File: src/sv/sclc_pkg.sv
// Shared types for the software cursor lock controller.
`timescale 1ns / 1ps

package sclc_pkg;

    // Event codes of the input item
    typedef enum logic [2:0] {
        MODE_SHAPE  = 3'd0,
        MODE_SERVER = 3'd1,
        MODE_MOVE   = 3'd2,
        MODE_LOCK   = 3'd3,
        MODE_UNLOCK = 3'd4
    } mode_t;

    // Screen action codes of a result item
    typedef enum logic [1:0] {
        ACT_NONE    = 2'd0,
        ACT_RESTORE = 2'd1,
        ACT_DRAW    = 2'd2
    } action_t;

    localparam logic [15:0] FB_WIDTH_RESET  = 16'd640;
    localparam logic [15:0] FB_HEIGHT_RESET = 16'd480;

    typedef struct packed {
        logic [2:0]  mode;
        logic [15:0] coord_x;
        logic [15:0] coord_y;
        logic [15:0] size_w;
        logic [15:0] size_h;
    } in_item_t;

    typedef struct packed {
        action_t     action;
        logic [15:0] area_x;
        logic [15:0] area_y;
        logic [15:0] area_w;
        logic [15:0] area_h;
        logic        now_present;
        logic        now_hidden;
        logic        last;
    } res_item_t;

    typedef struct packed {
        logic [15:0] fb_width;
        logic [15:0] fb_height;
        logic        ignore_shape;
    } cfg_t;

    typedef struct packed {
        logic        present;
        logic        hidden;
        logic        locked;
        logic [15:0] cur_x;
        logic [15:0] cur_y;
        logic [15:0] shape_w;
        logic [15:0] shape_h;
        logic [15:0] hot_x;
        logic [15:0] hot_y;
        logic [15:0] lock_left;
        logic [15:0] lock_top;
        logic [16:0] lock_w;
        logic [16:0] lock_h;
    } state_t;

    // Result of processing one item: new state and up to two result items
    typedef struct packed {
        state_t    nxt;
        res_item_t res0;
        res_item_t res1;
        logic      two;
    } ev_t;

endpackage

File: src/sv/sclc_event.sv
// Event decode, state update and clipped cursor areas for one item.
`timescale 1ns / 1ps

module sclc_event (
    input  sclc_pkg::state_t   st_i,
    input  sclc_pkg::in_item_t item_i,
    input  sclc_pkg::cfg_t     cfg_i,
    output sclc_pkg::ev_t      ev_o
);

    typedef struct packed {
        logic [15:0] pos;
        logic [15:0] len;
    } axis_t;

    // Clip one axis of the cursor rectangle to the framebuffer
    function automatic axis_t clip_axis(input logic [15:0] cur, input logic [15:0] hot,
                                        input logic [15:0] size, input logic [15:0] lim);
        logic signed [18:0] pos;
        logic signed [18:0] len;
        logic signed [18:0] lm;
        axis_t              a;
        pos = $signed({3'b000, cur}) - $signed({3'b000, hot});
        len = $signed({3'b000, size});
        lm  = $signed({3'b000, lim});
        if (pos < 19'sd0) begin
            len = len + pos;
            pos = 19'sd0;
        end else if (pos + len > lm) begin
            len = lm - pos;
        end
        if (len < 19'sd0) begin
            pos = 19'sd0;
            len = 19'sd0;
        end
        a.pos = pos[15:0];
        a.len = len[15:0];
        return a;
    endfunction

    // Cursor rectangle overlaps the locked rectangle
    function automatic logic in_lock(input sclc_pkg::state_t s);
        logic signed [18:0] cx;
        logic signed [18:0] cy;
        logic signed [18:0] ll;
        logic signed [18:0] lt;
        cx = $signed({3'b000, s.cur_x}) - $signed({3'b000, s.hot_x});
        cy = $signed({3'b000, s.cur_y}) - $signed({3'b000, s.hot_y});
        ll = $signed({3'b000, s.lock_left});
        lt = $signed({3'b000, s.lock_top});
        return (ll < cx + $signed({3'b000, s.shape_w})) &&
               (lt < cy + $signed({3'b000, s.shape_h})) &&
               (ll + $signed({2'b00, s.lock_w}) > cx) &&
               (lt + $signed({2'b00, s.lock_h}) > cy);
    endfunction

    // Build one result item from the state at the time of the action
    function automatic sclc_pkg::res_item_t emit(input sclc_pkg::action_t act,
                                                input sclc_pkg::state_t s,
                                                input sclc_pkg::cfg_t c);
        sclc_pkg::res_item_t r;
        axis_t               ax;
        axis_t               ay;
        r        = '0;
        r.action = act;
        if (act != sclc_pkg::ACT_NONE) begin
            ax       = clip_axis(s.cur_x, s.hot_x, s.shape_w, c.fb_width);
            ay       = clip_axis(s.cur_y, s.hot_y, s.shape_h, c.fb_height);
            r.area_x = ax.pos;
            r.area_w = ax.len;
            r.area_y = ay.pos;
            r.area_h = ay.len;
        end
        r.now_present = s.present;
        r.now_hidden  = s.hidden;
        return r;
    endfunction

    sclc_pkg::state_t    st;
    sclc_pkg::res_item_t res_v [2];
    logic [1:0]          n;

    always_comb begin
        logic [15:0] mx_x;
        logic [15:0] mx_y;
        logic [15:0] nl;
        logic [15:0] nt;
        logic [16:0] r0;
        logic [16:0] b0;
        logic [17:0] r1;
        logic [17:0] b1;
        logic [17:0] rmax;
        logic [17:0] bmax;
        st       = st_i;
        res_v[0] = '0;
        res_v[1] = '0;
        n        = 2'd0;
        mx_x     = item_i.coord_x;
        mx_y     = item_i.coord_y;
        nl       = '0;
        nt       = '0;
        r0       = '0;
        b0       = '0;
        r1       = '0;
        b1       = '0;
        rmax     = '0;
        bmax     = '0;

        // Clamp server position into the framebuffer
        if (item_i.mode == sclc_pkg::MODE_SERVER) begin
            if (mx_x >= cfg_i.fb_width) begin
                mx_x = (cfg_i.fb_width != 16'd0) ? cfg_i.fb_width - 16'd1 : 16'd0;
            end
            if (mx_y >= cfg_i.fb_height) begin
                mx_y = (cfg_i.fb_height != 16'd0) ? cfg_i.fb_height - 16'd1 : 16'd0;
            end
        end

        unique case (item_i.mode)
            sclc_pkg::MODE_SHAPE: begin
                if (st.present) begin
                    st.present = 1'b0;
                    if (!st.hidden) begin
                        res_v[n[0]] = emit(sclc_pkg::ACT_RESTORE, st, cfg_i);
                        n           = n + 2'd1;
                    end
                end
                if (item_i.size_w != 16'd0 && item_i.size_h != 16'd0 && !cfg_i.ignore_shape) begin
                    st.shape_w = item_i.size_w;
                    st.shape_h = item_i.size_h;
                    // Clamp hotspot into the cursor
                    st.hot_x   = (item_i.coord_x < item_i.size_w) ? item_i.coord_x
                                                                  : item_i.size_w - 16'd1;
                    st.hot_y   = (item_i.coord_y < item_i.size_h) ? item_i.coord_y
                                                                  : item_i.size_h - 16'd1;
                    st.present = 1'b1;
                    st.hidden  = 1'b0;
                    st.locked  = 1'b0;
                    res_v[n[0]] = emit(sclc_pkg::ACT_DRAW, st, cfg_i);
                    n           = n + 2'd1;
                end
            end
            sclc_pkg::MODE_SERVER, sclc_pkg::MODE_MOVE: begin
                if (st.present && !st.hidden) begin
                    st.hidden   = 1'b1;
                    res_v[n[0]] = emit(sclc_pkg::ACT_RESTORE, st, cfg_i);
                    n           = n + 2'd1;
                end
                st.cur_x = mx_x;
                st.cur_y = mx_y;
                if (st.present && !(st.locked && in_lock(st))) begin
                    st.hidden   = 1'b0;
                    res_v[n[0]] = emit(sclc_pkg::ACT_DRAW, st, cfg_i);
                    n           = n + 2'd1;
                end
            end
            sclc_pkg::MODE_LOCK: begin
                if (st.present) begin
                    if (!st.locked) begin
                        st.lock_left = item_i.coord_x;
                        st.lock_top  = item_i.coord_y;
                        st.lock_w    = {1'b0, item_i.size_w};
                        st.lock_h    = {1'b0, item_i.size_h};
                        st.locked    = 1'b1;
                    end else begin
                        // Grow the lock to the bounding union
                        nl   = (item_i.coord_x < st.lock_left) ? item_i.coord_x : st.lock_left;
                        nt   = (item_i.coord_y < st.lock_top) ? item_i.coord_y : st.lock_top;
                        r0   = {1'b0, item_i.coord_x} + {1'b0, item_i.size_w};
                        b0   = {1'b0, item_i.coord_y} + {1'b0, item_i.size_h};
                        r1   = {2'b00, st.lock_left} + {1'b0, st.lock_w};
                        b1   = {2'b00, st.lock_top} + {1'b0, st.lock_h};
                        rmax = ({1'b0, r0} > r1) ? {1'b0, r0} : r1;
                        bmax = ({1'b0, b0} > b1) ? {1'b0, b0} : b1;
                        st.lock_w    = 17'(rmax - {2'b00, nl});
                        st.lock_h    = 17'(bmax - {2'b00, nt});
                        st.lock_left = nl;
                        st.lock_top  = nt;
                    end
                    if (!st.hidden && in_lock(st)) begin
                        st.hidden   = 1'b1;
                        res_v[n[0]] = emit(sclc_pkg::ACT_RESTORE, st, cfg_i);
                        n           = n + 2'd1;
                    end
                end
            end
            sclc_pkg::MODE_UNLOCK: begin
                if (st.present) begin
                    if (st.hidden) begin
                        st.hidden   = 1'b0;
                        res_v[n[0]] = emit(sclc_pkg::ACT_DRAW, st, cfg_i);
                        n           = n + 2'd1;
                    end
                    st.locked = 1'b0;
                end
            end
            default: begin
            end
        endcase

        // Give one none item when nothing happened, then mark the final item
        if (n == 2'd0) begin
            res_v[0] = emit(sclc_pkg::ACT_NONE, st, cfg_i);
            n        = 2'd1;
        end
        if (n == 2'd2) begin
            res_v[1].last = 1'b1;
        end else begin
            res_v[0].last = 1'b1;
        end
    end

    assign ev_o.nxt  = st;
    assign ev_o.res0 = res_v[0];
    assign ev_o.res1 = res_v[1];
    assign ev_o.two  = (n == 2'd2);

endmodule

File: src/sv/soft_cursor_lock_controller_unit.sv
// Top level of the software cursor lock controller: input stage, state, result queue, APB.
`timescale 1ns / 1ps
// Latency: the first result of an item goes from the input stage into the result queue, whose head drives m_.
// Throughput: one item per cycle while the result queue has room for two entries; an item with two results
// takes two queue entries, drained one per pop by the single result port of a three-entry result queue.
// Reset (aresetn low, synchronous): cursor absent and hidden, no lock, positions zero,
// framebuffer 640 x 480, shape updates taken; input stage and result queue empty.

module soft_cursor_lock_controller_unit (
    input  logic                aclk,
    input  logic                aresetn,
    input  logic                s_valid,
    output logic                s_ready,
    input  sclc_pkg::in_item_t  s_item,
    output logic                m_valid,
    input  logic                m_ready,
    output sclc_pkg::res_item_t m_item,
    input  logic                psel,
    input  logic                penable,
    input  logic                pwrite,
    input  logic [3:0]          paddr,
    input  logic [31:0]         pwdata,
    output logic [31:0]         prdata,
    output logic                pready
);

    localparam logic [1:0] REG_FB_WIDTH     = 2'd0;
    localparam logic [1:0] REG_FB_HEIGHT    = 2'd1;
    localparam logic [1:0] REG_IGNORE_SHAPE = 2'd2;

    localparam int QDEPTH = 3;
    localparam int CW     = $clog2(QDEPTH + 1);

    sclc_pkg::cfg_t      cfg_reg;
    sclc_pkg::state_t    st_reg;
    logic                in_valid_reg;
    sclc_pkg::in_item_t  in_item_reg;
    sclc_pkg::res_item_t q_reg  [QDEPTH];
    sclc_pkg::res_item_t q_next [QDEPTH];
    logic [CW-1:0]       q_cnt_reg;
    logic [CW-1:0]       q_cnt_next;
    logic [CW-1:0]       cnt_pop;
    logic                pop;
    logic                advance;
    logic                cfg_wr;
    sclc_pkg::ev_t       ev;

    sclc_event u_event (
        .st_i   (st_reg),
        .item_i (in_item_reg),
        .cfg_i  (cfg_reg),
        .ev_o   (ev)
    );

    // Configuration registers
    assign pready = 1'b1;
    assign cfg_wr = psel && penable && pwrite;

    always_ff @(posedge aclk) begin
        if (!aresetn) begin
            cfg_reg.fb_width     <= sclc_pkg::FB_WIDTH_RESET;
            cfg_reg.fb_height    <= sclc_pkg::FB_HEIGHT_RESET;
            cfg_reg.ignore_shape <= 1'b0;
        end else if (cfg_wr) begin
            unique case (paddr[3:2])
                REG_FB_WIDTH:     cfg_reg.fb_width     <= pwdata[15:0];
                REG_FB_HEIGHT:    cfg_reg.fb_height    <= pwdata[15:0];
                REG_IGNORE_SHAPE: cfg_reg.ignore_shape <= pwdata[0];
                default: begin
                end
            endcase
        end
    end

    always_comb begin
        unique case (paddr[3:2])
            REG_FB_WIDTH:     prdata = {16'd0, cfg_reg.fb_width};
            REG_FB_HEIGHT:    prdata = {16'd0, cfg_reg.fb_height};
            REG_IGNORE_SHAPE: prdata = {31'd0, cfg_reg.ignore_shape};
            default:          prdata = '0;
        endcase
    end

    // Result queue: pop the head, then append this cycle's items behind what remains
    assign m_valid = (q_cnt_reg != '0);
    assign m_item  = q_reg[0];
    assign pop     = m_valid && m_ready;
    assign cnt_pop = q_cnt_reg - CW'(pop);
    assign advance = in_valid_reg && (cnt_pop <= CW'(QDEPTH - 2));
    assign s_ready = !in_valid_reg || advance;

    always_comb begin
        for (int i = 0; i < QDEPTH - 1; i++) begin
            q_next[i] = pop ? q_reg[i + 1] : q_reg[i];
        end
        q_next[QDEPTH - 1] = q_reg[QDEPTH - 1];
        for (int i = 0; i < QDEPTH; i++) begin
            if (advance && CW'(i) == cnt_pop) begin
                q_next[i] = ev.res0;
            end
            if (advance && ev.two && CW'(i) == cnt_pop + CW'(1)) begin
                q_next[i] = ev.res1;
            end
        end
        q_cnt_next = cnt_pop;
        if (advance) begin
            q_cnt_next = cnt_pop + (ev.two ? CW'(2) : CW'(1));
        end
    end

    always_ff @(posedge aclk) begin
        if (!aresetn) begin
            q_cnt_reg <= '0;
        end else begin
            q_cnt_reg <= q_cnt_next;
        end
    end

    always_ff @(posedge aclk) begin
        for (int i = 0; i < QDEPTH; i++) begin
            q_reg[i] <= q_next[i];
        end
    end

    // Input stage: hold the item until the event logic takes it
    always_ff @(posedge aclk) begin
        if (!aresetn) begin
            in_valid_reg <= 1'b0;
        end else if (s_valid && s_ready) begin
            in_valid_reg <= 1'b1;
        end else if (advance) begin
            in_valid_reg <= 1'b0;
        end
    end

    always_ff @(posedge aclk) begin
        if (s_valid && s_ready) begin
            in_item_reg <= s_item;
        end
    end

    // Cursor and lock state: advance once per processed item
    always_ff @(posedge aclk) begin
        if (!aresetn) begin
            st_reg.present   <= 1'b0;
            st_reg.hidden    <= 1'b1;
            st_reg.locked    <= 1'b0;
            st_reg.cur_x     <= '0;
            st_reg.cur_y     <= '0;
            st_reg.shape_w   <= '0;
            st_reg.shape_h   <= '0;
            st_reg.hot_x     <= '0;
            st_reg.hot_y     <= '0;
            st_reg.lock_left <= '0;
            st_reg.lock_top  <= '0;
            st_reg.lock_w    <= '0;
            st_reg.lock_h    <= '0;
        end else if (advance) begin
            st_reg <= ev.nxt;
        end
    end

endmodule
File: config.mk
export PLATFORM = sky130hd
export DESIGN_NAME = soft_cursor_lock_controller_unit
export DESIGN_NICKNAME = d
export VERILOG_FILES = /design/src/sv/sclc_pkg.sv /design/src/sv/sclc_event.sv /design/src/sv/soft_cursor_lock_controller_unit.sv
export SDC_FILE = /design/constraint.sdc
export NUM_CORES = 2
export LEC_CHECK = 0
export ABC_AREA = 1
export CAP_MARGIN = 20
export CORE_ASPECT_RATIO = 0.7
export CORE_MARGIN = 3
export CORE_UTILIZATION = 50
export CTS_CLUSTER_DIAMETER = 120
export DETAILED_ROUTE_END_ITERATION = 16
export DONT_BUFFER_PORTS = 1
export PLACE_DENSITY = 0.73
export SLEW_MARGIN = 15
export SYNTH_ARGS = -nofsm -noshare
export SYNTH_HDL_FRONTEND = slang
export SYNTH_SLANG_ARGS = --single-unit
File: constraint.sdc
create_clock -name aclk -period 11.58 [get_ports aclk]
set_clock_uncertainty 0.15 [all_clocks]
set_input_delay 1.158 -clock aclk [delete_from_list [all_inputs] [get_ports aclk]]
set_output_delay 1.158 -clock aclk [all_outputs]
set_load 0.01 [all_outputs]
# Word-level counts from Yosys, hierarchy flattened
# Memory sizes are Yosys's and may differ from the RTL's.
# Index checks and enable logic that the tools add are counted.
# op_classes
n_addsub,37
multipliers,0
div_mod_pow,0
n_lt_le_gt_ge,45
n_eq_ne,14
n_shift,0
n_mux,148
n_bitwise,2
reduce_logical,51
# ops
operator,n
$mux W69,17
$mux W19,42
$mux W16,40
$bwmux W138,2
$mux W138,2
$pmux W69 S4,1
$mux W64,4
$lt A19 B1 Y1 const B,12
$mux W68,3
$mux W66,3
$gt A19 B17 Y1,10
$demux W69 S1,2
$pmux W69 S2,1
$add A16 B17 Y18,6
$add A17 B17 Y18,6
$sub A17 B17 Y18,6
$lt A17 B1 Y1 const B,6
$sub A16 B16 Y17,6
$lt A17 B19 Y1,4
$lt A16 B16 Y1,4
$reduce_bool A16 Y1,4
$sub A16 B1 Y16 const B,4
$pmux W16 S3,1
$gt A17 B18 Y1,2
other kinds (37),109
# word_totals
reg_bits,268
latchBits,0
ram_bits,207
romBits,0
out_inout_bits,104
memories,1
# mem_list
memory,words,word_bits,read_ports,rd_clocked_by_memory_dff,wr,line,text
q_reg,3,69,3,0,3,soft_cursor_lock_controller_unit.sv:38,sclc_pkg::res_item_t q_reg [QDEPTH];

# Depth between registers and ports, before layout
# logic_depth
depth_word,26
depth_mapped,75

# Cells and area by module
# From an unflattened synthesis, not the netlist that was laid out.
# hier_totals
hier_cells,9374
hier_area_um2,60732.0
# by_module_without_submodules
mod,n_inst,cells_each,area_each_um2
sclc_event,1,7183,40772.9
soft_cursor_lock_controller_unit,1,2191,19959.1

# Least setup slack after synthesis
# Ideal clock, no wire load.
# synth_timing
path_type,reg2reg
from,"register, netlist name st_reg[2]"
to,"memory q_reg[0][100] (netlist name), enable pin"
setup_time_ns,0.898
t_arrival_ns,10.342
t_required_ns,10.532
path_slack_ns,0.190
path_stages_with_launch,70
n_path_buf,3
period_less_slack_ns,11.390
path_cell_list,dfxtp_1 -> ha_1 -> a21oi_1 -> nand2_1 -> a21oi_1 -> o21bai_1 -> nand2_1 -> nand2_1 -> nand2_1 -> nand2_1 -> a21oi_1 -> o21bai_1 -> nand2_1 -> nand2_1 -> a21oi_1 -> o21ai_0 -> or2_2 -> nand2_1 -> (+34 left out) -> nor2_1 -> nor2_1 -> ha_1 -> nand2_1 -> inv_1 -> nand2_1 -> nor3_1 -> nand4_1 -> nand4_1 -> a21oi_1 -> nor3_2 -> nand3_1 -> nand2_2 -> nand2_4 -> nand4_2 -> buf_4 -> buf_4 -> nand3_1
# synth_lines
element,line
"end, declared",soft_cursor_lock_controller_unit.sv:38

==> qor.yml <==
sta:
  hold_viol: 0
  max_freq_ghz: 0.0911
  slew_headroom_pct: 23.2
  timing.final.crit_share_pct: 94.8
  maxSlewViolCount: 0
  worstMarginPinSlew_ns: 1.15
  setup_viol: 0
  setup_slack_ns: 0.602
  min_period_ns: 10.98
setup_path:
  r2r.worst_path.cells: 55
  crit_start: "cfg_reg[2]"
  r2r_slack_ns: 0.60
  reg2reg_to: "q_reg[0][166]"
  cp-end-kind: "flop"
  endpoint: "q_reg[0][166]"
  crit_fanout: 24
  arrival_ns: 11.24
  reg2reg_from: "cfg_reg[2]"
  critPathLaunchType: "flop"
  cpMostUsedCell: "nand2_1"
  critPathKind: "flop to flop"
  timing.critical_path.slowest_cell_delay_ns: 0.77
  crit_required_ns: 11.84
  crit_slowest_cell: "xor2_1"
logic_synthesis:
  synth_ff_type: "edfxtp_1"
  yosysUniqueCellTypes: 69
  muxShareOfSynthArea_pct: 0
  synth-edff-count: 274
  ys_warn_count: 0
  yosys.area.top_type: "ha_1"
  synth_area_um2: 58200
  ys_ff_latch: 475
  yosys.area_share.simple_pct: 29.2
  synth-compound-area-share_pct: 16.2
  synth-xor-area-share_pct: 5.25
  synth_top_area_share_pct: 16.8
  postSynthCellCount: 8831
  ys_seq_area_share_pct: 21.0
  async_flop_share_pct: 0
  synthTopCellsByArea: "ha_1, nand2_1, edfxtp_1, nand3_1, inv_1"
  synth_top_family_by_area: "simple AND/OR/NAND/NOR gates"
  postSynthAreaPerCell_um2: 6.59
  synth-adder-area-share_pct: 17.7
finish:
  num-fill-cells: 11500
  nets: 9708
  final_area_um2: 62700
  areaGrowthSynthToFinish_pct: 7.79
  layout.cells.most_common: "nand2_1"
  largest_reg_flops: 207
  drive_gt1_share_pct: 5.77
  mostFrequentLayoutCells: "nand2_1, inv_1, nand3_1"
pwr:
  power_frac_clock_pct: 11.2
  ir_drop_mv: 0.192
  switchingPower_mw: 9.58
  power_mw: 16.5
  p_seq_share_pct: 15.0
  p_per_area_nw_per_um2: 263
  cellLeakagePower_nw: 31.8
  power_frac_comb_pct: 73.8
  intPower_mw: 6.89
  switching_share_pct: 58.1
grt:
  grt_max_degree: 103
  grt.total_usage_pct: 41.5
  antenna_found_initial: 18
  grt_pass1_vias: 56200
  overflow: 0
  grt_pass1_wl_mm: 373
routing:
  drt_wl_total_mm: 260
  first_iter_violations: 8947
  drt_pre_antenna_iters: 7
  drc: 0
  ant_nets: 0
  routedWlPerCell_um: 25.1
  vias: 63300
  vias_per_cell: 6.09
placed_design:
  dpl.hpwl_mm: 207
  place_area_um2: 60500
  dp_slack_ns: 0.326
  place.gp.congestion: 1.12
  numPortBuffers: 0
clock_tree:
  cts.sinks: 475
  root_buffer: "clkbuf_16"
  numCtsBuffers: 53
  clkLatencyLatePin_ns: 0.69
  h-tree-depth: 2
  cts_tree: "yes"
  clk_pin_slew_ns: 0.07
  clockBufferDepth: 3
floorplan:
  rows: 104
  initial_core_util_pct: 50.5
  ios: 214
  die_area_um2: 121000
  die_x_um: 414
  core_um2: 115000
  dieHeight_um: 291
worst_hold_path:
  hp-start: "st_reg[2]"
  hold_class: "flop to flop"
flow_run:
  maxCapViolCount: 0
outcome:
  status: "finished clean"
## cells by family after synthesis
group                    count (synthesis)
adder cells (fa/ha/maj)                808
other                                    2
AO/OA/AOI/OAI                         1691
XOR/XNOR                               348
AND/OR/NAND/NOR                       4006
buffers and inverters                 1501
flip-flops                             475
## area by class of cell
type                    instances  area [um2]  area share [%]
diodes                         15        37.5          0.0598
clock buffers                  67        1470            2.34
clock inverters                31         347           0.552
inverters                    1120        4210            6.71
multi-input cells            6870       40100            63.9
flip-flops and latches        475       12300            19.5
well taps                    1537        1920            3.07
repair buffers                270        2430            3.88
## Yosys cell counts, drive strengths merged (50+ instances only)
cell	number
a21o	53
a21oi	659
buf	184
clkbuf	197
dfxtp	201
edfxtp	274
ha	782
inv	1108
nand2	2262
nand3	868
nand3b	55
nand4	85
nor2	580
nor3	88
o211ai	61
o21ai	638
o21bai	50
o22ai	56
xnor2	84
xor2	264
## metal layers
| metal | vias up | global-route usage (%) | routed length, um |
|---|---|---|---|
| li1 | 29500 | - | - |
| met3 | 769 | 11.6 | 34200 |
| met4 | 10 | 23.8 | 18500 |
| met2 | 4058 | 59.2 | 104000 |
| met5 | - | 0.441 | 121 |
| met1 | 29000 | 55.6 | 104000 |
## metrics by stage
stage / hold WS, ns / instances / TNS (ns) / utilization, %
3_3_place_gp: 0.321 / 10200 / 0 / 52.5
3_5_place_dp: 0.331 / 10300 / 0 / 52.5
2_1_floorplan: 0.312 / 8846 / 0 / -
4_1_cts: 0.345 / 10300 / 0 / 54.1
6_report: 0.345 / 10400 / 0 / 54.4
5_1_grt: 0.372 / 10400 / -0.208 / 54.4
## repair_timing
item,in CTS,in global routing
buffers inserted,0,20
hold buffers,0,0
setup endpoints to repair,0,347
resized for setup,0,43
## critical path, delay by kind of cell, from the launching register on
family | cells | cell delay, ns
AO/OA/AOI/OAI | 8 | 1.30
XOR/XNOR | 1 | 0.77
adder cells (fa/ha/maj) | 6 | 1.69
buffers and inverters | 13 | 2.22
flip-flops | 1 | 0.66
AND/OR/NAND/NOR | 27 | 3.85
## worst min-delay path by stage
stage | cells past startpoint | endpoint | slack [ns]
after floorplan | 2 | st_reg[19] | 0.31
after global placement | 2 | st_reg[0] | 0.32
after detailed placement | 2 | st_reg[75] | 0.33
after CTS | 2 | st_reg[2] | 0.34
after global routing | 2 | st_reg[74] | 0.37
final | 2 | st_reg[2] | 0.35
## power groups by stage
stage | clock network, mW | registers (mW) | logic [mW]
2_1_floorplan | 0 | 2.35 | 8.09
3_3_place_gp | 0 | 2.50 | 11.4
3_5_place_dp | 0 | 2.51 | 11.6
4_1_cts | 1.86 | 2.47 | 11.6
5_1_grt | 1.92 | 2.48 | 13.2
6_report | 1.85 | 2.47 | 12.2
(Power assumes the default switching activity.)
